[src/hdl/ecps_pkg.sv]
// shared types and constants for the earliest completion path selector
// no dependencies
package ecps_pkg;

    localparam int PATHS_DEF = 8;

    localparam int IDX_W    = 3;
    localparam int BYTE_W   = 48;
    localparam int WIN_W    = 32;
    localparam int RTT_W    = 24;
    localparam int BW_W     = 40;
    localparam int PKT_W    = 32;
    localparam int LEN_W    = 16;
    localparam int TIME_W   = 60;
    localparam int IN_DW    = 280;
    localparam int OUT_DW   = 64;

    // divider operand widths: dividend up to t*100, divisor up to a derived bandwidth
    localparam int DVD_W    = 64;
    localparam int DSR_W    = 52;
    localparam int DCNT_W   = 7;

    localparam logic [RTT_W-1:0]  RTT_DEFAULT  = 24'd100000;
    localparam logic [DSR_W-1:0]  BW_DEFAULT   = 52'd125000;
    localparam logic [19:0]       USEC_PER_SEC = 20'd1000000;
    localparam logic [PKT_W-1:0]  LOSS_MIN_PKT = 32'd100;
    localparam logic [6:0]        PCT_SCALE    = 7'd100;
    localparam logic [6:0]        LOSS_LIMIT   = 7'd50;
    localparam logic [TIME_W-1:0] TIME_MAX     = {TIME_W{1'b1}};

    typedef enum logic [3:0] {
        CMD_NONE,
        CMD_WRITE,
        CMD_INIT,
        CMD_LOAD,
        CMD_NEXT,
        CMD_BW_DEF,
        CMD_BW_DIV,
        CMD_BW_TAKE,
        CMD_TIME_DIV,
        CMD_TIME_SUM,
        CMD_LOSS_DIV,
        CMD_PCT,
        CMD_SCALE_DIV,
        CMD_SCALE_TAKE,
        CMD_COMPARE,
        CMD_RESULT
    } cmd_t;

    typedef struct packed {
        logic active;
        logic last_path;
        logic bw_zero;
        logic win_zero;
        logic loss_check;
        logic pct_ok;
        logic div_done;
        logic out_busy;
    } status_t;

endpackage

[src/hdl/ecps_ctrl.sv]
// sequencer that walks the paths and steps the datapath through each estimate
// depends on ecps_pkg
module ecps_ctrl (
    input  logic               clk,
    input  logic               rst_n,
    input  logic               in_valid,
    input  logic               in_select,
    output logic               in_ready,
    input  ecps_pkg::status_t  status,
    output ecps_pkg::cmd_t     cmd
);
    import ecps_pkg::*;

    typedef enum logic [11:0] {
        S_IDLE       = 12'b000000000001,
        S_CHECK      = 12'b000000000010,
        S_BW         = 12'b000000000100,
        S_BW_WAIT    = 12'b000000001000,
        S_TIME       = 12'b000000010000,
        S_TIME_WAIT  = 12'b000000100000,
        S_LOSS       = 12'b000001000000,
        S_LOSS_WAIT  = 12'b000010000000,
        S_SCALE      = 12'b000100000000,
        S_SCALE_WAIT = 12'b001000000000,
        S_COMPARE    = 12'b010000000000,
        S_RESULT     = 12'b100000000000
    } state_t;

    state_t state_reg, state_next;

    always_comb
    begin
        state_next = state_reg;
        cmd        = CMD_NONE;
        in_ready   = 1'b0;
        case (state_reg)
            S_IDLE:
            begin
                in_ready = 1'b1;
                if (in_valid)
                begin
                    if (in_select)
                    begin
                        cmd        = CMD_INIT;
                        state_next = S_CHECK;
                    end
                    else
                        cmd = CMD_WRITE;
                end
            end
            S_CHECK:
            begin
                if (status.active)
                begin
                    cmd        = CMD_LOAD;
                    state_next = S_BW;
                end
                else if (status.last_path)
                    state_next = S_RESULT;
                else
                    cmd = CMD_NEXT;
            end
            S_BW:
            begin
                if (!status.bw_zero)
                    state_next = S_TIME;
                else if (status.win_zero)
                begin
                    cmd        = CMD_BW_DEF;
                    state_next = S_TIME;
                end
                else
                begin
                    cmd        = CMD_BW_DIV;
                    state_next = S_BW_WAIT;
                end
            end
            S_BW_WAIT:
            begin
                if (status.div_done)
                begin
                    cmd        = CMD_BW_TAKE;
                    state_next = S_TIME;
                end
            end
            S_TIME:
            begin
                cmd        = CMD_TIME_DIV;
                state_next = S_TIME_WAIT;
            end
            S_TIME_WAIT:
            begin
                if (status.div_done)
                begin
                    cmd        = CMD_TIME_SUM;
                    state_next = S_LOSS;
                end
            end
            S_LOSS:
            begin
                if (status.loss_check)
                begin
                    cmd        = CMD_LOSS_DIV;
                    state_next = S_LOSS_WAIT;
                end
                else
                    state_next = S_COMPARE;
            end
            S_LOSS_WAIT:
            begin
                if (status.div_done)
                begin
                    cmd        = CMD_PCT;
                    state_next = S_SCALE;
                end
            end
            S_SCALE:
            begin
                if (status.pct_ok)
                begin
                    cmd        = CMD_SCALE_DIV;
                    state_next = S_SCALE_WAIT;
                end
                else
                    state_next = S_COMPARE;
            end
            S_SCALE_WAIT:
            begin
                if (status.div_done)
                begin
                    cmd        = CMD_SCALE_TAKE;
                    state_next = S_COMPARE;
                end
            end
            S_COMPARE:
            begin
                cmd        = CMD_COMPARE;
                state_next = status.last_path ? S_RESULT : S_CHECK;
            end
            S_RESULT:
            begin
                if (!status.out_busy)
                begin
                    cmd        = CMD_RESULT;
                    state_next = S_IDLE;
                end
            end
            default:
            begin
                state_next = S_IDLE;
            end
        endcase
    end

    always_ff @(posedge clk or negedge rst_n)
    begin
        if (!rst_n)
            state_reg <= S_IDLE;
        else
            state_reg <= state_next;
    end

endmodule

[config.mk]
export PLATFORM = sky130hd
export DESIGN_NAME = ecps_ctrl
export DESIGN_NICKNAME = d
export VERILOG_FILES = /design/src/hdl/ecps_pkg.sv /design/src/hdl/ecps_ctrl.sv
export SDC_FILE = /design/constraint.sdc
export NUM_CORES = 1
export LEC_CHECK = 0
export BUFFER_PORTS_ARGS = -buffer_cell sky130_fd_sc_hd__buf_2
export CAP_MARGIN = 0
export CORE_ASPECT_RATIO = 0.7
export CORE_MARGIN = 2
export CORE_UTILIZATION = 30
export CTS_CLUSTER_SIZE = 40
export DETAILED_ROUTE_END_ITERATION = 12
export PLACE_DENSITY = 0.53
export SYNTH_ARGS = -nofsm -noshare
export SYNTH_HDL_FRONTEND = slang
export SYNTH_SLANG_ARGS = --single-unit
[constraint.sdc]
create_clock -name clk -period 4.1 [get_ports clk]
set_input_delay 0.205 -clock clk [delete_from_list [all_inputs] [get_ports clk]]
set_output_delay 0.205 -clock clk [all_outputs]
set_load 0.02 [all_outputs]
# [Word level (Yosys, flattened, before mapping)]
# Cells that the tools add are included.
[op_classes] add_sub_neg=0 n_mul=0 n_div=0 magnitude_cmp=0 eq_ne=20 n_shift=0 muxes=30 n_bitwise=0 n_reduce_logical=1
[ops] op="$pmux 12 s12" count=1
[ops] op="$mux 12" count=10
[ops] op="$pmux 4 s12" count=1
[ops] op="$mux 4" count=6
[ops] op="$mux 11" count=2
[ops] op="$ne 2x2->1 const B" count=7
[ops] op="$eq 12x1->1 const B" count=1
[ops] op="$eq 12x10->1 const B" count=1
[ops] op="$eq 12x11->1 const B" count=1
[ops] op="$eq 12x12->1 const B" count=1
[ops] op="$eq 12x2->1 const B" count=1
[ops] op="$eq 12x3->1 const B" count=1
[ops] op="$eq 12x4->1 const B" count=1
[ops] op="$eq 12x5->1 const B" count=1
[ops] op="$eq 12x6->1 const B" count=1
[ops] op="$eq 12x7->1 const B" count=1
[ops] op="$eq 12x8->1 const B" count=1
[ops] op="$eq 12x9->1 const B" count=1
[ops] op="$mux 3" count=4
[ops] op="$mux 5" count=2
[ops] op="$reduce_and 8->1" count=1
[ops] op="$mux 2" count=3
[ops] op="$ne 3x3->1 const B" count=1
[ops] op="$mux 1" count=1
[totals] reg_bits=12 latchBits=0 mem_bits_rw=0 rom_bits=0 inputBits=12 output_inout_bits=5 word_cells=52 n_memories=0

# [Longest topological paths before layout]
# Gate-level depths: netlist (run 1).
[logic_depth] word_depth=3 depth_mapped=6 ltp_nobuf=5

# [Worst setup path after synthesis (run 1)]
# OpenSTA, ideal clock, no wires.
[synth_path] path_kind="flip-flop to output port" start="reg state_reg[7]" end="out cmd[3]" arrival_time_ns=2.120 required_ns=3.895 path_slack_ns=1.775 stages_incl_launch_ff=6 n_path_buf=1 path_cell_list="dfrtp_1 -> buf_6 -> or4_4 -> or3_4 -> or3_4 -> o2111ai_1"
[synth_between] elab_chain_cells=2 word_cells_on_any_way=13 cone_classes="eq/ne (12); mux (1)"
[synth_lines] element="start, declared" line_no="ecps_ctrl.sv:29" rtl="state_t state_reg, state_next;"
[synth_lines] element="start signal, assigned" line_no="ecps_ctrl.sv:160" rtl="state_reg <= state_next;"
[synth_lines] element="$eq 12x12->1, or another cell as far along" line_no="ecps_ctrl.sv:36" rtl="case (state_reg)"
[synth_lines] element="$pmux 4 s12 *" line_no="ecps_ctrl.sv:36"
[synth_lines] element="end, declared" line_no="ecps_ctrl.sv:10" rtl="output ecps_pkg::cmd_t cmd"
# Mark *: on every way between the ends. The rest lies on a longest branch, timed or not.

# [Final worst setup path (run 1)]
[layout_path] start="reg state_reg[7]" end="out cmd[0]"
# Same word-level chain as after synthesis.

==> results of run 1 <==
-- path summary, 6_finish.rpt --
kind,start,to,slack (ps),depth (start not counted)
max in group asynchronous,rst_n,state_reg[0],3450,2
setup reg to reg,state_reg[7],state_reg[4],1780,6
hold reg to reg,state_reg[7],state_reg[6],660,1
setup / recovery,state_reg[7],cmd[0],1310,6
hold / removal,status[6],state_reg[1],150,2
min in group asynchronous,rst_n,state_reg[3],370,2
-- cell usage in the layout (no fill, tap or decap), types with 2 or more instances in the layout --
cell,n
sky130_fd_sc_hd__buf_2,16
sky130_fd_sc_hd__nor2_1,12
sky130_fd_sc_hd__dfrtp_1,11
sky130_fd_sc_hd__nand2_1,9
sky130_fd_sc_hd__nand3_1,8
sky130_fd_sc_hd__inv_1,8
sky130_fd_sc_hd__nor3_1,6
sky130_fd_sc_hd__nor2b_1,5
sky130_fd_sc_hd__o21ai_0,4
sky130_fd_sc_hd__nor4_1,4
sky130_fd_sc_hd__clkbuf_8,4
sky130_fd_sc_hd__a211oi_1,3
sky130_fd_sc_hd__a21o_1,3
sky130_fd_sc_hd__or3_1,2
sky130_fd_sc_hd__or3_4,2
sky130_fd_sc_hd__nand3b_1,2
sky130_fd_sc_hd__nor3b_2,2
sky130_fd_sc_hd__or2_2,2
sky130_fd_sc_hd__a21boi_0,2
sky130_fd_sc_hd__o2111ai_1,2
sky130_fd_sc_hd__a21oi_1,2
sky130_fd_sc_hd__xor2_1,2
sky130_fd_sc_hd__o2bb2ai_1,2
sky130_fd_sc_hd__o21ai_1,2
sky130_fd_sc_hd__nor3b_1,2
-- stage by stage --
step                setup WS [ps]  area (um^2)  std cells  hold WS (ps)
finish                       1310         1150        176           154
detailed placement           1630         1080        171           113
global route                 1270         1150        176           189
CTS                          1370         1150        176           158
floorplan                    1770          976        121         -90.6
global placement             1620         1080        171           111
-- worst reg2reg max path: stages (launching register included) --
cell and delay [ps]:
sky130_fd_sc_hd__dfrtp_1 480, sky130_fd_sc_hd__or4_4 530, sky130_fd_sc_hd__or3_4 400, sky130_fd_sc_hd__o22ai_1 280
sky130_fd_sc_hd__a2111oi_0 170, sky130_fd_sc_hd__buf_4 190, sky130_fd_sc_hd__nor3b_1 190
-- cell usage after synthesis (2+ instances only) --
cell / instances / area, um^2
sky130_fd_sc_hd__nor3b_1: 2 / 15.0
sky130_fd_sc_hd__nor3_1: 6 / 30.0
sky130_fd_sc_hd__nor2b_1: 5 / 31.3
sky130_fd_sc_hd__a211oi_1: 3 / 22.5
sky130_fd_sc_hd__a21boi_0: 2 / 15.0
sky130_fd_sc_hd__nand3b_1: 2 / 15.0
sky130_fd_sc_hd__or3_4: 2 / 22.5
sky130_fd_sc_hd__nor3b_2: 2 / 25.0
sky130_fd_sc_hd__dfrtp_1: 11 / 275
sky130_fd_sc_hd__o21ai_0: 4 / 20.0
sky130_fd_sc_hd__nor2_1: 12 / 45.0
sky130_fd_sc_hd__clkbuf_1: 4 / 15.0
sky130_fd_sc_hd__nor4_1: 4 / 25.0
sky130_fd_sc_hd__o21ai_1: 2 / 10.0
sky130_fd_sc_hd__nand3_1: 8 / 40.0
sky130_fd_sc_hd__a21o_1: 3 / 22.5
sky130_fd_sc_hd__o2bb2ai_1: 2 / 17.5
sky130_fd_sc_hd__o2111ai_1: 2 / 17.5
sky130_fd_sc_hd__a21oi_1: 2 / 10.0
sky130_fd_sc_hd__or2_2: 2 / 12.5
sky130_fd_sc_hd__xor2_1: 2 / 17.5
sky130_fd_sc_hd__inv_1: 8 / 30.0
sky130_fd_sc_hd__or3_1: 2 / 12.5
sky130_fd_sc_hd__nand2_1: 9 / 33.8
-- per-layer routing --
layer	routed length (um)	vias up
met2	1210	41
met5	0	-
li1	-	481
met1	1450	466
met4	10	0
met3	239	2
-- area by class of cell --
type	instances	area, um^2
flip-flops and latches	12	302
well taps	38	47.5
inverters	8	30.0
clock buffers	4	55.1
fillers	325	1980
multi-input cells	96	618
repair buffers	18	97.6
-- logic make-up (layout without fill, tap and decap cells) --
kind of cell           after synthesis  in the layout  share of synthesized area, %
XOR/XNOR                             3              3                          2.69
buffers and inverters               13             30                          5.77
AND/OR/NAND/NOR                     66             66                          40.3
AO/OA/AOI/OAI                       27             27                          20.4
flip-flops                          12             12                          30.9
-- power by group through the flow --
stage / Clock, uW / Sequential, uW / Combinational (uW)
floorplan: 0 / 152 / 219
global placement: 0 / 166 / 300
detailed placement: 0 / 165 / 300
CTS: 137 / 164 / 302
global route: 143 / 166 / 330
finish: 135 / 165 / 304
==> summary by stage, run 1 <==
Clock network
The clock latency on the worst-skew pair is 250 ps. The number of buffers created by CTS is 3. The cell chosen for the clock root is sky130_fd_sc_hd__clkbuf_8.

The count of buffers added by post-CTS timing repair for setup is 0. The number of hold buffers added after CTS was 1. The clock passes through at most 2 buffers. Clock-pin slew was measured on the worst setup and hold paths at 60 ps. CTS saw 12 sinks. TritonCTS built the clock tree. After clock tree synthesis, the repair step resized 0 gates. CTS built an H-tree with a depth of 1.

Setup path
Among all stages on the critical path, the largest delay is contributed by sky130_fd_sc_hd__or4_4. In this run the worst path has a maximum fanout of 8. The critical path in this run is classified as reg2out.

The element type at the critical path end is an output port. The data arrival time of the critical path is 2580 ps. At the worst endpoint, the required time is 3890 ps. The worst setup path is launched from a flop. The number of buffer and inverter instances along the worst setup path is 1.

The signal on the critical path passes through or4_4, nor4_1, nand3_1, a21boi_0, o2111ai_1, buf_2. In this design, the largest share of critical-path delay is due to simple AND/OR/NAND/NOR gates. The largest stage delay on the critical path is 530 ps.

GRT
The wire length of the first global-routing pass is 4.75 mm. The via count of the first global-routing pass came to 938. The initial antenna violation count is 0. The largest net degree at the start of global routing is 13. The routing usage on met2 is 23.5%. For this run, global-route usage on met1 was measured as 25.7%. For met3 alone, demand over resource in global routing was 5.62%. met1 is the most crowded layer.

For this run, the total global-route usage over all layers was measured as 16.9%. Global routing finished with a remaining overflow of 0.

Floorplan
From bottom edge to top edge, the die measures 51.7 um. The die outline area is 3730 um^2. The floorplan step set the die width to 72.2 um. The number of ports placed on the die boundary is 17. In this run the standard cell core region covers 3130 um^2. The initial utilization of the core area, before any placement, comes to 31.2%.

The total number of placement rows is 17.

STA
For the finished layout, the period the worst path requires is 2790 ps. The max-slew violation count is 0. Setup repair after global routing left no endpoint under its margin. For the pin with the worst max-slew slack, the measured transition is 875 ps.

In the final timing run, aggregate negative setup slack is 0 ps. The clock skew is 0.881 ps. The total setup violations reported at the end of the flow is 0. The final hold violation count is 0. The maximum clock frequency is 359 MHz.

The final critical-path share of the clock period is 67.9%. The max-slew headroom at the worst pin is 41.6%.

Synth
The yosys synthesis warning count is 0. Yosys mapped a number of flops with a built-in enable equal to 0. The prevailing post-synth register cell is sky130_fd_sc_hd__dfrtp_1. The cell area after synthesis is 976 um^2. Of the synthesized area, sequential elements account for 30.9%.

The synthesized design contains 12 register bits. The share of flip-flops with an asynchronous set or reset after synthesis is 100%. Counting distinct cell types in the post-synthesis netlist gives 44. The synthesized net count is 133. The gate count of the mapped netlist is 121.

The average instance area after synthesis is 8.07 um^2.

Routing
The total routed wirelength is 2.91 mm. The pre-antenna-repair detailed-routing pass consisted of 4 iterations. The count of nets left with antenna violations once routing finished came out at 0. In the final routed layout, each cell accounts on average for 16.5 um. The detailed router finished its first iteration with 112 violations. The vias per cell is 5.63.

The via count is 990. After detailed routing, the number of remaining DRC violations is 0.

Cells and area
The synthesis-to-finish area growth is 17.8%. The diode insertion count for antenna repair is 0. The fraction of the core area covered by cells at the end of the flow is 36.8%.

The flip-flop count of the largest register, all copies and words added is 12. After the last flow step, the layout net total stands at 151. The layout cell share with drive strength beyond 1 is 22.5%.

Placed design
The global placer's final weighted congestion is 0.875. The half-perimeter wire length after placement is 2.28 mm. The number of buffers inserted by port buffering is 16.

Power
In this run the static leakage power is 0.000525 uW. For this design the total switching power over the nets is 252 uW. The internal power is 352 uW. After layout, the design draws a total of 604 uW. The share of total power in sequential cells is 27.3%. The share of total power dissipated in the clock network is 22.4%.

The areal power density over the cells is 525 nW/um^2. The switching part of the total power is 41.8%. The worst supply voltage drop on vdd is 274 uV. The portion of total power attributed to combinational logic is 50.3%.

Status
The run finished with clean final reports.

Flow run
The number of maximum-capacitance violations is 0.

Hold path
The type of the tightest min-delay check is in2reg.
Power figures use the tool's default switching activity.
==> run 2, diff against run 1 <==
--- a/config.mk
+++ b/config.mk
@@ -12,7 +12,7 @@
 export CORE_UTILIZATION = 30
 export CTS_CLUSTER_SIZE = 40
 export DETAILED_ROUTE_END_ITERATION = 12
-export PLACE_DENSITY = 0.53
+export PLACE_DENSITY = 0.55
 export SYNTH_ARGS = -nofsm -noshare
 export SYNTH_HDL_FRONTEND = slang
 export SYNTH_SLANG_ARGS = --single-unit
==> constraint.sdc (replaced) <==
create_clock -name clk -period 2.4 [get_ports clk]
set_input_delay 0.12 -clock clk [delete_from_list [all_inputs] [get_ports clk]]
set_output_delay 0.12 -clock clk [all_outputs]
set_load 0.02 [all_outputs]
==> run 2 against run 1 <==
  * Clock power is 50% higher
  * Largest cell class unchanged
  * Via count is 11% higher
  * Count of clock-buffer cells in the layout stayed put
  * Critical path depth stayed put
  * Critical endpoint is now cmd[2]
  * Register-to-register slack worse by 1600 ps
  * Final cell count is 9.7% higher
==> summary by stage, run 2 (synthesized netlist as in run 1, its figures left out) <==
Status
Outcome: finished clean (unchanged).

Floorplan
The standard cell core area is 3130 um^2 (unchanged). The die boundary width was 72.2 um (unchanged). The starting density of the core is 31.2% (unchanged).

The total number of placement rows came to 17 (unchanged). The number of ports placed on the die boundary is 17 (unchanged). The height of the chip is 51.7 um (unchanged). The die outline area is 3730 um^2 (unchanged).

Routing
The detailed-routing iteration count for the pre-antenna-repair pass is 4 (unchanged). The total routed wirelength is 3.04 mm (was 2.91 mm). The number of DRC violations after detailed routing is 0 (unchanged). The vias per cell is 5.70 (was 5.63). The remaining number of nets flagged by the antenna check after routing is 0 (unchanged). The via count is 1101 (was 990). The initial DRC count is 49 (was 112). The average wire per cell in the routed design was 15.8 um (was 16.5 um).

Setup path
The setup slack of the worst register-to-register path is 230 ps (was 1780 ps). The element type at the critical path end was an output port (unchanged). The worst reg2reg path startpoint was state_reg[0] (was state_reg[7]). The highest-delay cell along the critical path is sky130_fd_sc_hd__or4_4 (unchanged). The data arrival time of the critical path is 2260 ps (was 2580 ps). The kind of start point of the critical path is a flop (unchanged). The critical setup path kind is reg2out (unchanged). The required time reported for the critical path endpoint is 2280 ps (was 3890 ps). Series of cell instances along the critical path: or4_4, or3_4, or3_4, a21oi_2, or4_1, buf_4 (was or4_4, nor4_1, nand3_1, a21boi_0, o2111ai_1, buf_2).

The largest stage delay on the critical path is 540 ps (was 530 ps). The most numerous cell on the critical path is sky130_fd_sc_hd__or3_4. The length in cells of the worst reg-to-reg path is 6 (unchanged). The reg-to-reg endpoint was state_reg[10] (was state_reg[4]). The maximum fanout count along the critical path is 5 (was 8).

STA
The final worst hold slack is 72.0 ps (was 154 ps). The max-slew headroom at the worst pin was 60.8% (was 41.6%). Based on the critical path, the design can be clocked at up to 420 MHz. The max-slew violation count is 0 (unchanged). After layout, the worst path uses 99.2% of the clock period. Setup repair after global routing missed its margin: yes (was no). The final setup slack of the worst path is 19.5 ps (was 1310 ps). The routed design could run at a clock period as short as 2380 ps. The total setup violations reported at the end of the flow is 0 (unchanged). The setup TNS is 0 ps (unchanged). The final hold violation count was 0 (unchanged). The slew at the pin closest to its max-slew limit was 573 ps (was 875 ps). The clock skew is 6.43 ps (was 0.881 ps).

Placed design
The global placer's final weighted congestion came to 0.959 (was 0.875). The number of buffers inserted by port buffering was 16 (unchanged). The placement-stage worst setup slack came to 194 ps (was 1630 ps). The half-perimeter wire length after placement was 2.40 mm (was 2.28 mm).

Clock network
The CTS sink count is 12 (unchanged). The TritonCTS clock tree is built (unchanged). The cell chosen for the clock root was sky130_fd_sc_hd__clkbuf_8 (unchanged). The clock transition at the registers of the reported paths is 50 ps (was 60 ps). The number of buffers created by CTS is 3 (unchanged).

The clock latency on the worst-skew pair is 250 ps (about the same). The maximum number of buffers from clock root to sink came to 2 (unchanged). The H-tree depth is 1 (unchanged).

Cells and area
The most common cell after layout, fill and taps aside is sky130_fd_sc_hd__buf_4 (was sky130_fd_sc_hd__buf_2). The fraction of the core area covered by cells at the end of the flow is 41.6% (was 36.8%). The synthesis-to-finish area growth is 33.2% (was 17.8%).

The number of nets in the layout was 168 (was 151). The layout cell share with drive strength beyond 1 is 32.9% (was 22.5%). The footprint of the multi-input gates is 639 um^2 (was 618 um^2). The register area came to 302 um^2 (unchanged). The diode insertion count for antenna repair was 0 (unchanged). Most frequent cells in the layout: 20 x sky130_fd_sc_hd__buf_4, 13 x sky130_fd_sc_hd__buf_2, 12 x sky130_fd_sc_hd__nor2_1, 11 x sky130_fd_sc_hd__dfrtp_1, 9 x sky130_fd_sc_hd__nand2_1 (was 16 x sky130_fd_sc_hd__buf_2, 12 x sky130_fd_sc_hd__nor2_1, 11 x sky130_fd_sc_hd__dfrtp_1, 9 x sky130_fd_sc_hd__nand2_1).

The count of filler cells inserted in the layout came to 311 (was 325). The flip-flop count of the largest register, all copies and words added is 12 (unchanged).

Hold path
The startpoint of the most critical hold path is status[6] (unchanged). The worst hold path endpoint is state_reg[1] (unchanged). The hold-critical path depth was 2 (unchanged). The type of the tightest min-delay check is in2reg (unchanged).

Power
The leakage power is 0.000611 uW (was 0.000525 uW). The areal power density over the cells is 897 nW/um^2 (was 525 nW/um^2). The post-route total power was 1170 uW (was 604 uW).

The worst supply voltage drop on vdd was 408 uV (was 274 uV).

GRT
The via count of the first global-routing pass is 999 (was 938). The largest net degree at the start of global routing is 13 (unchanged). The wire length of the first global-routing pass came to 4.80 mm (was 4.75 mm).

The global-route usage over all layers is 17.3% (was 16.9%). The initial antenna violation count is 0 (unchanged). The global-route congestion overflow total is 0 (unchanged).

Flow run
The number of maximum-capacitance violations is 0 (unchanged).
-- run 2: cell types whose count changed in the layout (fill, tap and decap cells not counted), sizes merged --
cell	delta
buf	+17
-- run 2: where the power goes --
group / leakage [uW] / switching (uW) / total [uW] / internal, uW
registers: 0.000163 / 23.6 / 258 / 234
logic: 0.000426 / 358 / 706 / 348
clock network: 0.0000228 / 84.4 / 202 / 118
-- run 2: how the worst max path moves through the flow --
stage	slack (ps)	cells past startpoint	startpoint	to
6_report	20	6	state_reg[0]	cmd[2]
5_1_grt	-20	6	state_reg[0]	cmd[2]
4_1_cts	4	5	state_reg[0]	cmd[3]
3_5_place_dp	190	6	state_reg[1]	cmd[2]
3_3_place_gp	220	5	state_reg[1]	cmd[3]
2_1_floorplan	160	5	state_reg[7]	cmd[3]
-- run 2: timing repair --
action | 4_1_cts | 5_1_grt
endpoints found under the setup margin | 2 | 3
hold buffers | 1 | 0
buffers inserted | 2 | 0
gates resized for setup | 4 | 4
pin swaps | 0 | 2
hold endpoints to repair | 11 | 0
-- run 2: through the flow --
step	instance area [um^2]	cells
6_report	1300	193
5_1_grt	1300	193
4_1_cts	1280	193
3_5_place_dp	1200	186
3_3_place_gp	1200	186
2_1_floorplan	976	121
-- run 2: worst max-delay path: cells and delay by family, from the launching register on --
family	cells	cell delay [ps]
simple gates	4	1380
flops	1	380
buf+inv	1	130
compound gates	1	120
-- run 2: metal layers --
| metal | GRT usage, % | part of all wire [%] | up-vias |
|---|---|---|---|
| met5 | 0 | 0 | - |
| met4 | 4.40 | 1.1 | 0 |
| met3 | 5.81 | 9.0 | 6 |
| met2 | 24.3 | 42 | 44 |
| met1 | 25.1 | 48 | 534 |
| li1 | - | - | 517 |
-- run 2: cell type report --
type / instances / area share (%)
multi-input cells: 96 / 49.2
repair buffers: 35 / 18.2
flip-flops and latches: 12 / 23.2
inverters: 8 / 2.31
well taps: 38 / 3.66
clock buffers: 4 / 3.46
==> run 3, diff against run 2 <==
--- a/config.mk
+++ b/config.mk
@@ -13,6 +13,7 @@
 export CTS_CLUSTER_SIZE = 40
 export DETAILED_ROUTE_END_ITERATION = 12
 export PLACE_DENSITY = 0.55
+export RECOVER_POWER = 25
 export SYNTH_ARGS = -nofsm -noshare
 export SYNTH_HDL_FRONTEND = slang
 export SYNTH_SLANG_ARGS = --single-unit
==> run 3 against run 2 <==
  * Sequential share of layout area hardly changed
  * Count of clock-buffer cells in the layout is the same
  * Cell area barely moved
  * Core utilization about the same
  * Sequential cell count unchanged
  * Largest cell class unchanged
  * Combinational power barely moved
  * Die area is the same
  * Largest power group unchanged
  * Clock skew is the same
==> summary by stage, run 3 (synthesized netlist as in run 1, its figures left out) <==
Status
Outcome: finished clean (unchanged).

STA
The max-slew headroom at the worst pin is 52.5% (was 60.8%). Setup repair after global routing missed its margin: yes (unchanged). The final hold violation count is 0 (unchanged). The maximum clock frequency came to 420 MHz (unchanged). The max-slew violation count is 0 (unchanged). The clock skew came to 6.43 ps (unchanged). The shortest period the worst path allows is 2380 ps (about the same). The slew at the pin closest to its max-slew limit is 713 ps (was 573 ps). The total setup violations reported at the end of the flow was 0 (unchanged). The final critical-path share of the clock period is 99.2% (about the same).

Routing
The vias per cell was 5.70 (unchanged). The number of DRC violations after detailed routing came to 0 (unchanged). The total routed wirelength was 3.04 mm (about the same). The total length of routed met3 wires was 275 um (unchanged). The remaining number of nets flagged by the antenna check after routing was 0 (unchanged). The via count was 1101 (unchanged). The average wire per cell in the routed design is 15.8 um (about the same). The total met2 wirelength after detailed routing is 1.28 mm (unchanged). The initial DRC count was 49 (unchanged). The detailed-routing iteration count for the pre-antenna-repair pass is 4 (unchanged). The total routed wire length on the met1 layer was 1.45 mm (about the same).

The highest layer used for signal routing is met4 (unchanged).

Setup path
The data arrival time of the critical path is 2260 ps (about the same). The maximum fanout count along the critical path is 5 (unchanged). The kind of start point of the critical path is a flop (unchanged). The critical setup path kind was reg2out (unchanged). The element type at the critical path end is an output port (unchanged). The setup slack of the worst register-to-register path came to 230 ps (about the same).

The required time reported for the critical path endpoint came to 2280 ps (about the same).

GRT
The initial antenna violation count is 0 (unchanged). The global-route congestion overflow total is 0 (unchanged). The wire length of the first global-routing pass came to 4.80 mm (unchanged). The largest net degree at the start of global routing is 13 (unchanged).

The via count of the first global-routing pass came to 999 (unchanged). The global-route usage over all layers is 17.3% (unchanged).

Floorplan
The die boundary width came to 72.2 um (unchanged). The height of the chip came to 51.7 um (unchanged). The standard cell core area is 3130 um^2 (unchanged).

The total number of placement rows was 17 (unchanged). The number of ports placed on the die boundary came to 17 (unchanged). The die outline area is 3730 um^2 (unchanged). The starting density of the core is 31.2% (unchanged).

Power
The switching part of the total power is 40.0% (about the same). The net switching power is 466 uW (about the same). The internal power is 700 uW (about the same). The clock network power share is 17.3% (about the same).

The portion of total power attributed to combinational logic is 60.5% (about the same). The areal power density over the cells is 898 nW/um^2 (was 897 nW/um^2). The worst supply voltage drop on vdd is 408 uV (about the same).

The share of total power in sequential cells was 22.1% (about the same). The leakage power was 0.000608 uW (was 0.000611 uW).

Clock network
The CTS sink count came to 12 (unchanged). The cell chosen for the clock root is sky130_fd_sc_hd__clkbuf_8 (unchanged). The H-tree depth is 1 (unchanged). The number of buffers created by CTS came to 3 (unchanged). The maximum number of buffers from clock root to sink is 2 (unchanged).

The clock latency on the worst-skew pair is 250 ps (about the same). The clock transition at the registers of the reported paths was 50 ps (about the same). The TritonCTS clock tree is built (unchanged).

Cells and area
Most frequent cells in the layout: 20 x sky130_fd_sc_hd__buf_4, 12 x sky130_fd_sc_hd__nor2_1, 12 x sky130_fd_sc_hd__buf_2, 11 x sky130_fd_sc_hd__dfrtp_1, 9 x sky130_fd_sc_hd__nand2_1 (was 20 x sky130_fd_sc_hd__buf_4, 13 x sky130_fd_sc_hd__buf_2, 12 x sky130_fd_sc_hd__nor2_1, 11 x sky130_fd_sc_hd__dfrtp_1, 9 x sky130_fd_sc_hd__nand2_1). The synthesis-to-finish area growth is 33.1% (was 33.2%). The most common cell after layout, fill and taps aside is sky130_fd_sc_hd__buf_4 (unchanged). The layout cell share with drive strength beyond 1 is 32.3% (was 32.9%). The fraction of the core area covered by cells at the end of the flow is 41.5% (was 41.6%). The diode insertion count for antenna repair is 0 (unchanged).

The number of nets in the layout is 168 (unchanged). The final instance area is 1300 um^2 (about the same). The flip-flop count of the largest register, all copies and words added is 12 (unchanged).

Placed design
The post-detailed-placement cell area is 1200 um^2 (unchanged). The half-perimeter wire length after placement is 2.40 mm (unchanged). The global placer's final weighted congestion was 0.959 (unchanged).

The number of buffers inserted by port buffering is 16 (unchanged).

Hold path
The type of the tightest min-delay check is in2reg (unchanged).

Flow run
The number of maximum-capacitance violations was 0 (unchanged).
-- run 3: cell count changes in the layout (fill, tap and decap cells not counted), sizes merged --
| cell | delta |
|---|---|
| buf | -1 |
| clkbuf | +1 |
-- run 3: per-layer routing --
metal	GRT usage [%]	vias to the layer above
li1	-	517
met1	25.1	534
met2	24.3	44
met3	5.81	6
met4	4.40	0
met5	0	-
-- run 3: path summary, 6_finish.rpt --
path                               from       endpoint  depth (start not counted)
max                        state_reg[0]         cmd[2]                          6
min                           status[6]   state_reg[1]                          2
max reg2reg                state_reg[0]  state_reg[10]                          6
min reg2reg                state_reg[3]   state_reg[6]                          2
max in group asynchronous         rst_n   state_reg[7]                          2
min in group asynchronous         rst_n  state_reg[11]                          2
-- run 3: through the flow --
stage               total power [uW]  hold slack, ps  setup TNS (ps)  cells  worst slack (ps)
finish                          1170            72.0               0    193              19.5
global route                    1230            89.3           -21.2    193             -17.5
CTS                             1140            82.0               0    193              3.98
detailed placement               907            23.3               0    186               194
global placement                 917            29.4               0    186               223
floorplan                        633            -176               0    121               160
-- run 3: power groups by stage --
stage               Sequential (uW)  Clock [uW]  Combinational, uW
finish                          258         202                706
global route                    259         210                764
CTS                             257         200                682
detailed placement              265           0                641
global placement                265           0                652
floorplan                       259           0                374
-- run 3: what timing repair did --
action                                 4_1_cts  5_1_grt
gates resized for setup                      4        4
setup endpoints to repair                    2        3
hold buffers                                 1        0
buffers inserted                             2        0
pin swaps                                    0        2
endpoints found under the hold margin       11        0
-- run 3: layout make-up --
class | instances | area, um^2
fillers | 311 | 1830
multi-input cells | 96 | 639
inverters | 8 | 30.0
well taps | 38 | 47.5
flip-flops and latches | 12 | 302
clock buffers | 4 | 45.0
repair buffers | 35 | 235
-- run 3: critical path, cell delays in order (launching register included) --
cell and delay, ps:
sky130_fd_sc_hd__dfstp_2 380, sky130_fd_sc_hd__or4_4 540, sky130_fd_sc_hd__or3_4 360, sky130_fd_sc_hd__or3_4 360
sky130_fd_sc_hd__a21oi_2 120, sky130_fd_sc_hd__or4_1 120, sky130_fd_sc_hd__buf_4 130
